File: config.mk
export PLATFORM = sky130hd
export DESIGN_NAME = segment_internet_checksum_top
export DESIGN_NICKNAME = d
export VERILOG_FILES = /design/src/design/sic_pkg.sv /design/src/design/sic_accum.sv /design/src/design/segment_internet_checksum_top.sv
export SDC_FILE = /design/constraint.sdc
export NUM_CORES = 1
export LEC_CHECK = 0
export BUFFER_PORTS_ARGS = -buffer_cell sky130_fd_sc_hd__clkbuf_2
export CAP_MARGIN = 10
export CELL_PAD_IN_SITES_DETAIL_PLACEMENT = 1
export CELL_PAD_IN_SITES_GLOBAL_PLACEMENT = 2
export CORE_MARGIN = 4
export CORE_UTILIZATION = 34
export CTS_CLUSTER_SIZE = 25
export DETAILED_ROUTE_END_ITERATION = 8
export HOLD_SLACK_MARGIN = 0.15
export PLACE_DENSITY_LB_ADDON = 0.1
export SYNTH_ARGS = -nofsm -noshare
export SYNTH_HDL_FRONTEND = slang
export SYNTH_HIERARCHICAL = 1
export SYNTH_SLANG_ARGS = --single-unit
export TNS_END_PERCENT = 100
File: constraint.sdc
create_clock -name clk_i -period 6.4 [get_ports clk_i]
set_clock_uncertainty 0.1 [all_clocks]
set_input_delay 0.64 -clock clk_i [delete_from_list [all_inputs] [get_ports clk_i]]
set_output_delay 0.64 -clock clk_i [all_outputs]
set_load 0.02 [all_outputs]
File: src/design/sic_pkg.sv
package sic_pkg;

  localparam int unsigned WordBits = 16;
  localparam int unsigned ByteBits = 8;
  localparam int unsigned SeqBits  = 32;

  localparam logic [ByteBits-1:0] DataLimitReset = 8'd80;

  // command field codes
  localparam logic CMD_HEADER = 1'b0;
  localparam logic CMD_DATA   = 1'b1;

  typedef struct packed {
    logic                command;
    logic [WordBits-1:0] opcode;
    logic [SeqBits-1:0]  seq_ack;
    logic [ByteBits-1:0] data_byte;
    logic                last;
  } sic_item_t;

  // 16-bit ones'-complement add with end-around carry
  function automatic logic [WordBits-1:0] oc_add(input logic [WordBits-1:0] a,
                                                 input logic [WordBits-1:0] b);
    logic [WordBits:0] s;
    logic [WordBits:0] f;
    s = {1'b0, a} + {1'b0, b};
    f = {1'b0, s[WordBits-1:0]} + {{WordBits{1'b0}}, s[WordBits]};
    return f[WordBits-1:0];
  endfunction

endpackage

File: src/design/sic_accum.sv
module sic_accum import sic_pkg::*; (
  input  logic                clk_i,
  input  logic                rst_ni,
  input  logic                accept_i,
  input  sic_item_t           item_i,
  input  logic [ByteBits-1:0] data_limit_i,
  output logic [WordBits-1:0] checksum_o
);

  logic [WordBits-1:0] sum_acc_q, sum_acc_d;
  logic [ByteBits-1:0] pending_byte_q, pending_byte_d;
  logic                pending_valid_q, pending_valid_d;
  logic [ByteBits-1:0] byte_count_q, byte_count_d;
  logic                stopped_q, stopped_d;
  logic [WordBits-1:0] total;

  always_comb begin
    sum_acc_d       = sum_acc_q;
    pending_byte_d  = pending_byte_q;
    pending_valid_d = pending_valid_q;
    byte_count_d    = byte_count_q;
    stopped_d       = stopped_q;
    if (accept_i) begin
      if (item_i.command == CMD_HEADER) begin
        sum_acc_d       = oc_add(oc_add(item_i.opcode, item_i.seq_ack[WordBits-1:0]),
                                 item_i.seq_ack[SeqBits-1:WordBits]);
        pending_byte_d  = '0;
        pending_valid_d = 1'b0;
        byte_count_d    = '0;
        stopped_d       = 1'b0;
      end else if (!stopped_q) begin
        // zero byte ends the string; limit reached ends accumulation
        if (item_i.data_byte == '0 || byte_count_q >= data_limit_i) begin
          stopped_d = 1'b1;
        end else begin
          byte_count_d = byte_count_q + ByteBits'(1);
          if (pending_valid_q) begin
            sum_acc_d       = oc_add(sum_acc_q, {item_i.data_byte, pending_byte_q});
            pending_byte_d  = '0;
            pending_valid_d = 1'b0;
          end else begin
            pending_byte_d  = item_i.data_byte;
            pending_valid_d = 1'b1;
          end
        end
      end
    end
  end

  // odd leftover byte goes in as a low byte
  assign total      = pending_valid_d ? oc_add(sum_acc_d, {{ByteBits{1'b0}}, pending_byte_d})
                                      : sum_acc_d;
  assign checksum_o = ~total;

  always_ff @(posedge clk_i or negedge rst_ni) begin
    if (!rst_ni) begin
      sum_acc_q       <= '0;
      pending_byte_q  <= '0;
      pending_valid_q <= 1'b0;
      byte_count_q    <= '0;
      stopped_q       <= 1'b0;
    end else begin
      sum_acc_q       <= sum_acc_d;
      pending_byte_q  <= pending_byte_d;
      pending_valid_q <= pending_valid_d;
      byte_count_q    <= byte_count_d;
      stopped_q       <= stopped_d;
    end
  end

`ifndef NO_ASSERTIONS
  a_header_clears: assert property (@(posedge clk_i) disable iff (!rst_ni)
    accept_i && item_i.command == CMD_HEADER |=>
      byte_count_q == '0 && !stopped_q && !pending_valid_q)
    else $error("header did not clear segment state");

  a_pending_zero: assert property (@(posedge clk_i) disable iff (!rst_ni)
    !pending_valid_q |-> pending_byte_q == '0)
    else $error("stale pending byte");

  a_stopped_frozen: assert property (@(posedge clk_i) disable iff (!rst_ni)
    accept_i && item_i.command == CMD_DATA && stopped_q |=>
      stopped_q && byte_count_q == $past(byte_count_q) && sum_acc_q == $past(sum_acc_q))
    else $error("data changed state after stop");
`endif

endmodule

File: src/design/segment_internet_checksum_top.sv
// Internet checksum of a segment, one item per beat.
// The result is registered in the output register, or the skid register while stalled.
// Throughput: one item per cycle while in_stall_o is low; adds are 16-bit end-around-carry.
// A one-entry skid register holds a result while the output beat is stalled.
// Reset (rst_ni low, async): sum, pending byte, count, stop flag and valids clear;
// data_limit returns to 80.
module segment_internet_checksum_top import sic_pkg::*; (
  input  logic                clk_i,
  input  logic                rst_ni,
  // configuration: data_limit write channel
  input  logic                cfg_valid_i,
  output logic                cfg_ready_o,
  input  logic [ByteBits-1:0] cfg_data_i,
  // input items
  input  logic                in_valid_i,
  output logic                in_stall_o,
  input  logic                in_command_i,
  input  logic [WordBits-1:0] in_opcode_i,
  input  logic [SeqBits-1:0]  in_seq_ack_i,
  input  logic [ByteBits-1:0] in_data_byte_i,
  input  logic                in_last_i,
  // results
  output logic                out_valid_o,
  input  logic                out_stall_i,
  output logic [WordBits-1:0] out_checksum_o
);

  logic [ByteBits-1:0] data_limit_q;
  logic                in_accept;
  sic_item_t           item;
  logic [WordBits-1:0] checksum_next;

  logic                out_valid_q;
  logic [WordBits-1:0] out_data_q;
  logic                skid_valid_q;
  logic [WordBits-1:0] skid_data_q;
  logic                out_free;
  logic                new_result;

  // the block is always ready for a configuration beat
  assign cfg_ready_o = 1'b1;

  always_ff @(posedge clk_i or negedge rst_ni) begin
    if (!rst_ni) begin
      data_limit_q <= DataLimitReset;
    end else if (cfg_valid_i && cfg_ready_o) begin
      data_limit_q <= cfg_data_i;
    end
  end

  // Input is held off only while the skid entry is occupied.
  assign in_stall_o = skid_valid_q;
  assign in_accept  = in_valid_i && !in_stall_o;

  assign item = '{command:   in_command_i,
                  opcode:    in_opcode_i,
                  seq_ack:   in_seq_ack_i,
                  data_byte: in_data_byte_i,
                  last:      in_last_i};

  sic_accum u_accum (
    .clk_i       (clk_i),
    .rst_ni      (rst_ni),
    .accept_i    (in_accept),
    .item_i      (item),
    .data_limit_i(data_limit_q),
    .checksum_o  (checksum_next)
  );

  assign new_result = in_accept && item.last;
  // output register can take a value this edge
  assign out_free   = !out_valid_q || !out_stall_i;

  always_ff @(posedge clk_i or negedge rst_ni) begin
    if (!rst_ni) begin
      out_valid_q  <= 1'b0;
      skid_valid_q <= 1'b0;
    end else begin
      if (out_free) begin
        // skid drains first; a new result can only arrive when skid is empty
        out_valid_q  <= skid_valid_q || new_result;
        skid_valid_q <= 1'b0;
      end else if (new_result) begin
        skid_valid_q <= 1'b1;
      end
    end
  end

  always_ff @(posedge clk_i) begin
    if (out_free) begin
      out_data_q <= skid_valid_q ? skid_data_q : checksum_next;
    end
    if (!out_free && new_result) begin
      skid_data_q <= checksum_next;
    end
  end

  assign out_valid_o    = out_valid_q;
  assign out_checksum_o = out_data_q;

`ifndef NO_ASSERTIONS
  a_skid_behind_out: assert property (@(posedge clk_i) disable iff (!rst_ni)
    skid_valid_q |-> out_valid_q)
    else $error("skid holds a result ahead of the output register");

  a_last_gives_result: assert property (@(posedge clk_i) disable iff (!rst_ni)
    new_result |=> out_valid_q)
    else $error("last item produced no result");

  a_no_spurious_result: assert property (@(posedge clk_i) disable iff (!rst_ni)
    !new_result && !skid_valid_q && !(out_valid_q && out_stall_i) |=> !out_valid_q)
    else $error("result without a last item");
`endif

endmodule

==> results of run 1 <==
[stage by stage]
step	area, µm²	worst slack [ps]	hold slack [ps]	TNS [ps]	utilization, %
floorplan	7420	-2830	244	-68030	-
global placement	9960	-3390	397	-97200	47.2
detailed placement	9960	-3810	403	-110480	47.2
CTS	10700	-2870	314	-77530	50.8
global route	10900	-3460	355	-98260	51.6
finish	10900	-2840	290	-75050	51.6
[power by group]
| part | switching, W | total [W] | internal [W] | leakage (nW) |
|---|---|---|---|---|
| Sequential | 0.0000913 | 0.000768 | 0.000677 | 0.853 |
| Combinational | 0.00158 | 0.00309 | 0.00151 | 4.01 |
| Clock | 0.000238 | 0.000511 | 0.000273 | 0.141 |
| Total | 0.00191 | 0.00437 | 0.00246 | 5.00 |
[worst max-delay path, delay by kind of cell]
kind                       cells  cell delay, ps
AOI/OAI and AO/OA             24            3470
xor gates and xnor gates       3             370
adders and majority gates      8            1760
buffers and inverters          5             600
muxes                          2             470
and+or+nand+nor               13            1940
[repair_timing]
item,4_1_cts,5_1_grt
gates resized for setup,52,23
pin swaps,45,17
buffers inserted,28,12
setup endpoints to repair,45,47
[cells by family after synthesis]
group / count (synthesis)
AOI/OAI and AO/OA: 231
and+or+nand+nor: 224
xor gates and xnor gates: 87
adders and majority gates: 78
DFF: 76
buffers and inverters: 55
muxes: 29
other: 1
[cell type report]
class | instances | area [µm²]
Inverter | 38 | 148
Fill cell | 2483 | 10200
Clock buffer | 9 | 225
Clock inverter | 7 | 70.1
Sequential cell | 76 | 2060
Tap cell | 275 | 344
Timing Repair Buffer | 371 | 2610
Multi-Input combinational cell | 650 | 5420
[Yosys cell counts, types with 5 or more instances]
| master | n |
|---|---|
| nand2_1 | 44 |
| nand2b_1 | 6 |
| xnor2_1 | 48 |
| o21bai_1 | 7 |
| nor2_1 | 56 |
| o21ai_0 | 34 |
| o211ai_1 | 9 |
| a31oi_1 | 9 |
| o22ai_1 | 19 |
| mux2_2 | 16 |
| a21o_1 | 13 |
| o21a_1 | 11 |
| edfxtp_1 | 32 |
| ha_1 | 74 |
| dfrtp_1 | 42 |
| nand3_1 | 15 |
| a22oi_1 | 9 |
| or3_1 | 8 |
| inv_1 | 37 |
| o21ai_1 | 7 |
| a211o_1 | 5 |
| o2bb2ai_1 | 9 |
| and3_1 | 6 |
| nor2b_1 | 7 |
| nand4_1 | 11 |
| mux2_4 | 9 |
| nor4_1 | 6 |
| and2_1 | 5 |
| nor3_1 | 22 |
| xor2_1 | 37 |
| a21oi_1 | 48 |
| a211oi_2 | 7 |
| clkbuf_1 | 11 |
[state kept, by name (all words and copies together) (netlist names)]
name,count
u_accum/sum_acc_q,16
in_stall_o,1
skid_data_q,16
u_accum/pending_byte_q,8
u_accum/pending_valid_q,1
u_accum/byte_count_q,8
data_limit_q,8
out_checksum_o,16
out_valid_o,1
u_accum/stopped_q,1
[path summary, 6_finish.rpt]
check                                                from  slack [ps]                       endpoint
setup / recovery                          in_seq_ack_i[0]       -2840   out_checksum_o[13]$_DFFE_PP_
hold / removal                                     rst_ni         290  u_accum/stopped_q$_DFFE_PN0P_
setup reg to reg           u_accum/sum_acc_q[0]$_DFF_PN0_        -740   out_checksum_o[13]$_DFFE_PP_
hold reg to reg               data_limit_q[1]$_DFFE_PN0P_         410    data_limit_q[1]$_DFFE_PN0P_
max in group asynchronous                          rst_ni        5480    data_limit_q[1]$_DFFE_PN0P_
min in group clk_i            data_limit_q[1]$_DFFE_PN0P_         410    data_limit_q[1]$_DFFE_PN0P_
[routing by layer]
metal	vias up	global-route usage (%)	share of wire (%)
met2	104	44.6	57
met5	-	0	0
met3	25	2.43	2.4
li1	3684	-	-
met1	3757	23.0	38
met4	0	5.55	1.9
==> key figures, run 1 <==
Run status
  • Outcome: finished, violations left
  • Failing checks: negative setup slack

Cells and area
  • Final #Nets: 1295
  • Commonest cells after routing, fill and taps aside: buf_4, clkbuf_2, ha_1
  • Area delta synth->final: 48.8%
  • Antenna cells: 0
  • Layout cells sized above 1: 44.4%
  • Commonest non-fill, non-tap cell in the layout: buf_4
  • Non-filler cells, final: 1426

Clock tree
  • CTS Buffer Depth: 2
  • CTS buffer count: 9
  • CTS H-tree lvls: 3
  • Clock slew at reported path FFs: 70 ps
  • CTS tree: done
  • # hold bufs at CTS: 0
  • Clock latency on the worst-skew pair: 350 ps
  • Clock Root Buffer: clkbuf_16
  • Clk sinks: 76

Global route
  • Vias in the first global route: 8377
  • Largest net degree at the start of global routing: 45
  • Grt ovf: 0
  • First-pass GRT wire length: 41800 µm
  • All-Layer GR Usage: 21.7%
  • Initial antenna violation count: 0

Placed design
  • Port Buffers: 88
  • Hpwl dp: 21400 µm
  • GPL Wtd Cong: 0.894
  • DP Cell Count: 1373

Floorplanning
  • Die W: 155 µm
  • Rows: 53
  • Die area: 0.0239 mm²
  • Initial Util: 34.7%
  • Die Y: 155 µm
  • IO Pins: 90
  • Core Area: 0.0211 mm²

Drt
  • Iteration-0 DRC Markers: 242
  • Final ANT Viol Nets: 0
  • Detailed-route wire length per cell: 18.4 µm
  • DR vias: 7570
  • Final wirelength: 26200 µm
  • Vias per inst: 5.31
  • Post-route DRC: 0
  • DR pass1 iterations: 6

Logic synthesis
  • Post-synth EDFFs: 32
  • Cell area after synthesis: 0.00731 mm²
  • Cell count after synthesis: 781
  • Synth top area cells: dfrtp_1, edfxtp_1, ha_1
  • Largest family of logic cells by synthesized area: compound AO/OA/AOI/OAI gates
  • Post-Synth XOR/XNOR Area: 10.6%
  • Synthesis-stage register bit count: 76
  • Simple-gate share of the synthesized area: 17.3%
  • Sequential share of the synthesized area: 28.2%
  • Adder-Cell Fraction of Synth Area: 13.8%
  • Syn_area_per_cell: 9.37 µm²
  • Mapped Nets: 930
  • Distinct cells, synth: 93
  • Asr flop ratio synth: 57.9%
  • Yosys top cell area share: 14.4%
  • Post-synthesis compound-gate area fraction: 22.0%
  • Main synth FF type: dfrtp_1
  • Synth Warn #: 6
  • Proportion of synthesized area in mux cells: 4.86%
  • Synth area leader: dfrtp_1

Flow run
  • MaxCap Viol Count: 0

Power and ir drop
  • PwrDens: 401 mW/mm²
  • Power Total: 0.00437 W
  • Worst IR Drop VDD: 0.000156 V
  • Leak Pwr: 5.00 nW

Timing
  • Final hold vios: 0
  • Measured slew at the worst slew-check pin: 815 ps
  • Peak Freq: 108 MHz
  • Final Critical Period: 9240 ps
  • Worst relative slew slack: 45.6%
  • RSZ-0062 raised after global routing: yes
  • Tcrit/Tclk final: 144%
  • Pins Over Slew Limit: 0
  • Worst setup margin: -2840 ps
  • Final Setup Violations: 39

Setup path
  • Setup CP Type: in -> reg
  • Reg2Reg Depth: 35
  • Slowest cell on crit path: ha_1
  • Critical Path AT: 9240 ps
  • Crit path max fanout: 3
  • Critical path data required time: 6400 ps
  • Startpoint Class: input port
  • Slowest stage delay, CP: 340 ps
  • Critical Path End Type: flop

Hold path
  • HP Class: in -> async
Note: power is estimated with default switching activity, not from simulation.
==> run 2, diff against run 1 <==
CORE_UTILIZATION = 36   (was 34)
clock period = 10.56 ns   (was 6.4 ns; I/O delays follow)
==> key figures, run 2 (synthesis gave the netlist of run 1 again) <==
Run status
  • Outcome: completed

Setup path
  • Worst path bufs/invs: 5 (unchanged)
  • Worst r2r dst: out_checksum_o[15]$_DFFE_PP_
  • Crit path max fanout: 4 (+1)
  • Setup CP Type: in -> reg
  • Critical path data required time: 10550 ps (+4150 ps)
  • Slowest cell on crit path: or3_4
  • Delay-heaviest family, CP: compound AO/OA/AOI/OAI gates
  • R2r setup slk: 2980 ps (+3720 ps)
  • Critical Path AT: 10200 ps (+960 ps)
  • Slowest stage delay, CP: 400 ps (+60 ps)
  • Critical Path End Type: flop
  • Startpoint Class: input port
  • Critical R2R Launch: u_accum/sum_acc_q[0]$_DFF_PN0_
  • Reg2Reg Depth: 34 (-2.9%)

Timing
  • Peak Freq: 97.9 MHz
  • Measured slew at the worst slew-check pin: 941 ps (+127 ps)
  • Final Setup Violations: 0 (-100%)
  • Final hold vios: 0 (unchanged)
  • RSZ-0062 raised after global routing: yes
  • Worst relative slew slack: 37.2% (-8.3 points)
  • Fin Setup TNS: 0 ps (+75050 ps)
  • Worst setup margin: 349 ps (+3190 ps)
  • Final Critical Period: 10210 ps
  • Tcrit/Tclk final: 96.7%
  • Pins Over Slew Limit: 0 (unchanged)

Floorplanning
  • Core Area: 0.0197 mm² (-6.5%)
  • IO Pins: 90 (unchanged)
  • Rows: 51 (-3.8%)
  • Die area: 0.0227 mm² (-5.3%)
  • Die Y: 151 µm (-2.7%)
  • Die W: 151 µm (-2.7%)
  • Initial Util: 37.1% (+2.4 points)

Clock tree
  • Clk sinks: 76 (unchanged)
  • CTS Buffer Depth: 2 (unchanged)
  • Clock slew at reported path FFs: 60 ps (about the same)
  • # hold bufs at CTS: 0 (unchanged)
  • Clock latency on the worst-skew pair: 350 ps (about the same)
  • CTS tree: done
  • CTS buffer count: 9 (unchanged)
  • Clock Root Buffer: clkbuf_16
  • CTS H-tree lvls: 3 (unchanged)

Placed design
  • GPL Wtd Cong: 0.855 (-4.3%)
  • DP Cell Count: 1169 (-15%)
  • Port Buffers: 88 (unchanged)
  • Place WS: -437 ps (+3380 ps)
  • Hpwl dp: 18700 µm (-13%)

Power and ir drop
  • Power Internal: 0.00123 W (-50%)
  • Worst IR Drop VDD: 0.0000886 V (-43%)
  • Sw power: 0.00102 W (-47%)
  • Leak Pwr: 3.87 nW (-23%)
  • Seq pwr share: 21.2% (+3.6 points)
  • PwrDens: 248 mW/mm² (-38%)
  • Sw frac: 45.4% (+1.6 points)
  • Clk pwr share: 14.9% (+3.2 points)
  • Gate power share: 63.9% (-6.8 points)

Drt
  • DR vias: 6749 (-11%)
  • Post-route DRC: 0 (unchanged)
  • DR pass1 iterations: 4 (-2)
  • Vias per inst: 5.62 (+5.9%)
  • Iteration-0 DRC Markers: 229 (-5.4%)
  • Final wirelength: 23100 µm (-12%)
  • Final ANT Viol Nets: 0 (unchanged)
  • Detailed-route wire length per cell: 19.2 µm (+4.6%)

Cells and area
  • Filler cells: 2251 (-9.3%)
  • Reg area: 0.00206 mm² (unchanged)
  • Non-filler cells, final: 1201 (-16%)
  • Final #Nets: 1080 (-17%)
  • Area of the multi-input gates: 0.00524 mm² (-3.4%)
  • Area delta synth->final: 23.9%
  • Commonest non-fill, non-tap cell in the layout: clkbuf_2
  • Antenna cells: 0 (unchanged)
  • Layout cells sized above 1: 28.4% (-16 points)
  • Commonest cells after routing, fill and taps aside: clkbuf_2, ha_1, buf_4

Global route
  • Initial antenna violation count: 0 (unchanged)
  • Vias in the first global route: 7208 (-14%)
  • Grt ovf: 0 (unchanged)
  • Largest net degree at the start of global routing: 45 (unchanged)
  • All-Layer GR Usage: 20.2% (-1.5 points)
  • First-pass GRT wire length: 36200 µm (-13%)

Hold path
  • Hold wc startpoint: data_limit_q[5]$_DFFE_PN0P_
  • Worst Hold End: data_limit_q[5]$_DFFE_PN0P_
  • HP Class: reg -> reg
  • WHS Path Cells: 1

Flow run
  • MaxCap Viol Count: 0 (unchanged)
==> run 2: metrics by stage <==
| stage | hold slack [ps] | cell area [µm²] | power [W] | util [%] |
|---|---|---|---|---|
| after global placement | 395 | 8390 | 0.00180 | 42.5 |
| after floorplan | 381 | 7310 | 0.00141 | - |
| final | 410 | 9060 | 0.00224 | 46.0 |
| after CTS | 414 | 8710 | 0.00219 | 44.2 |
| after global routing | 435 | 9060 | 0.00241 | 46.0 |
| after detailed placement | 400 | 8390 | 0.00184 | 42.5 |
==> run 2: worst reg2reg max path, delay by kind of cell, from the launching register on <==
kind,cells,cell delay [ps]
AO/OA/AOI/OAI,13,2520
AND/OR/NAND/NOR,11,1900
adder cells (fa/ha/maj),6,1610
multiplexers,2,470
flip-flops,1,420
XOR/XNOR,2,300
==> run 2: per-layer routing <==
layer  share of wire, %  routed length (µm)  GRT usage (%)  vias to the layer above
met3                3.1                 723           2.86                       38
met2                 55               12600           39.6                      121
met4                2.6                 595           6.77                        0
met5                  0                   0              0                        -
met1                 40                9140           22.0                     3342
li1                   -                   -              -                     3248
==> run 2: layout make-up <==
type,instances,share of cell area [%]
clock buffer,10,2.53
clock inverter,6,0.966
inverter,38,1.57
multi-input combinational,650,57.8
sequential,76,22.8
tap,265,3.66
timing repair buffer,156,10.7
==> run 2: worst max path at each step <==
stage / startpoint / endpoint / slack [ps] / cells after the start
floorplan: in_seq_ack_i[0] / out_checksum_o[14]$_DFFE_PP_ / 690 / 51
global placement: in_seq_ack_i[0] / out_checksum_o[15]$_DFFE_PP_ / 60 / 52
detailed placement: in_seq_ack_i[0] / out_checksum_o[15]$_DFFE_PP_ / -440 / 53
CTS: in_seq_ack_i[0] / out_checksum_o[15]$_DFFE_PP_ / 110 / 53
global route: in_opcode_i[0] / out_checksum_o[15]$_DFFE_PP_ / -240 / 54
finish: in_opcode_i[0] / out_checksum_o[15]$_DFFE_PP_ / 350 / 54
==> run 2: power by group through the flow <==
stage	Sequential, W	Clock, W	Combinational (W)
floorplan	0.000493	0	0.000921
global placement	0.000477	0	0.00132
detailed placement	0.000480	0	0.00136
CTS	0.000475	0.000341	0.00137
global route	0.000481	0.000356	0.00157
finish	0.000476	0.000335	0.00143
==> run 2: repair_timing <==
| item | in CTS | in global routing |
|---|---|---|
| setup buffers | 0 | 16 |
| setup endpoints to repair | 5 | 19 |
| gates resized for setup | 2 | 54 |
| pin swaps | 0 | 42 |
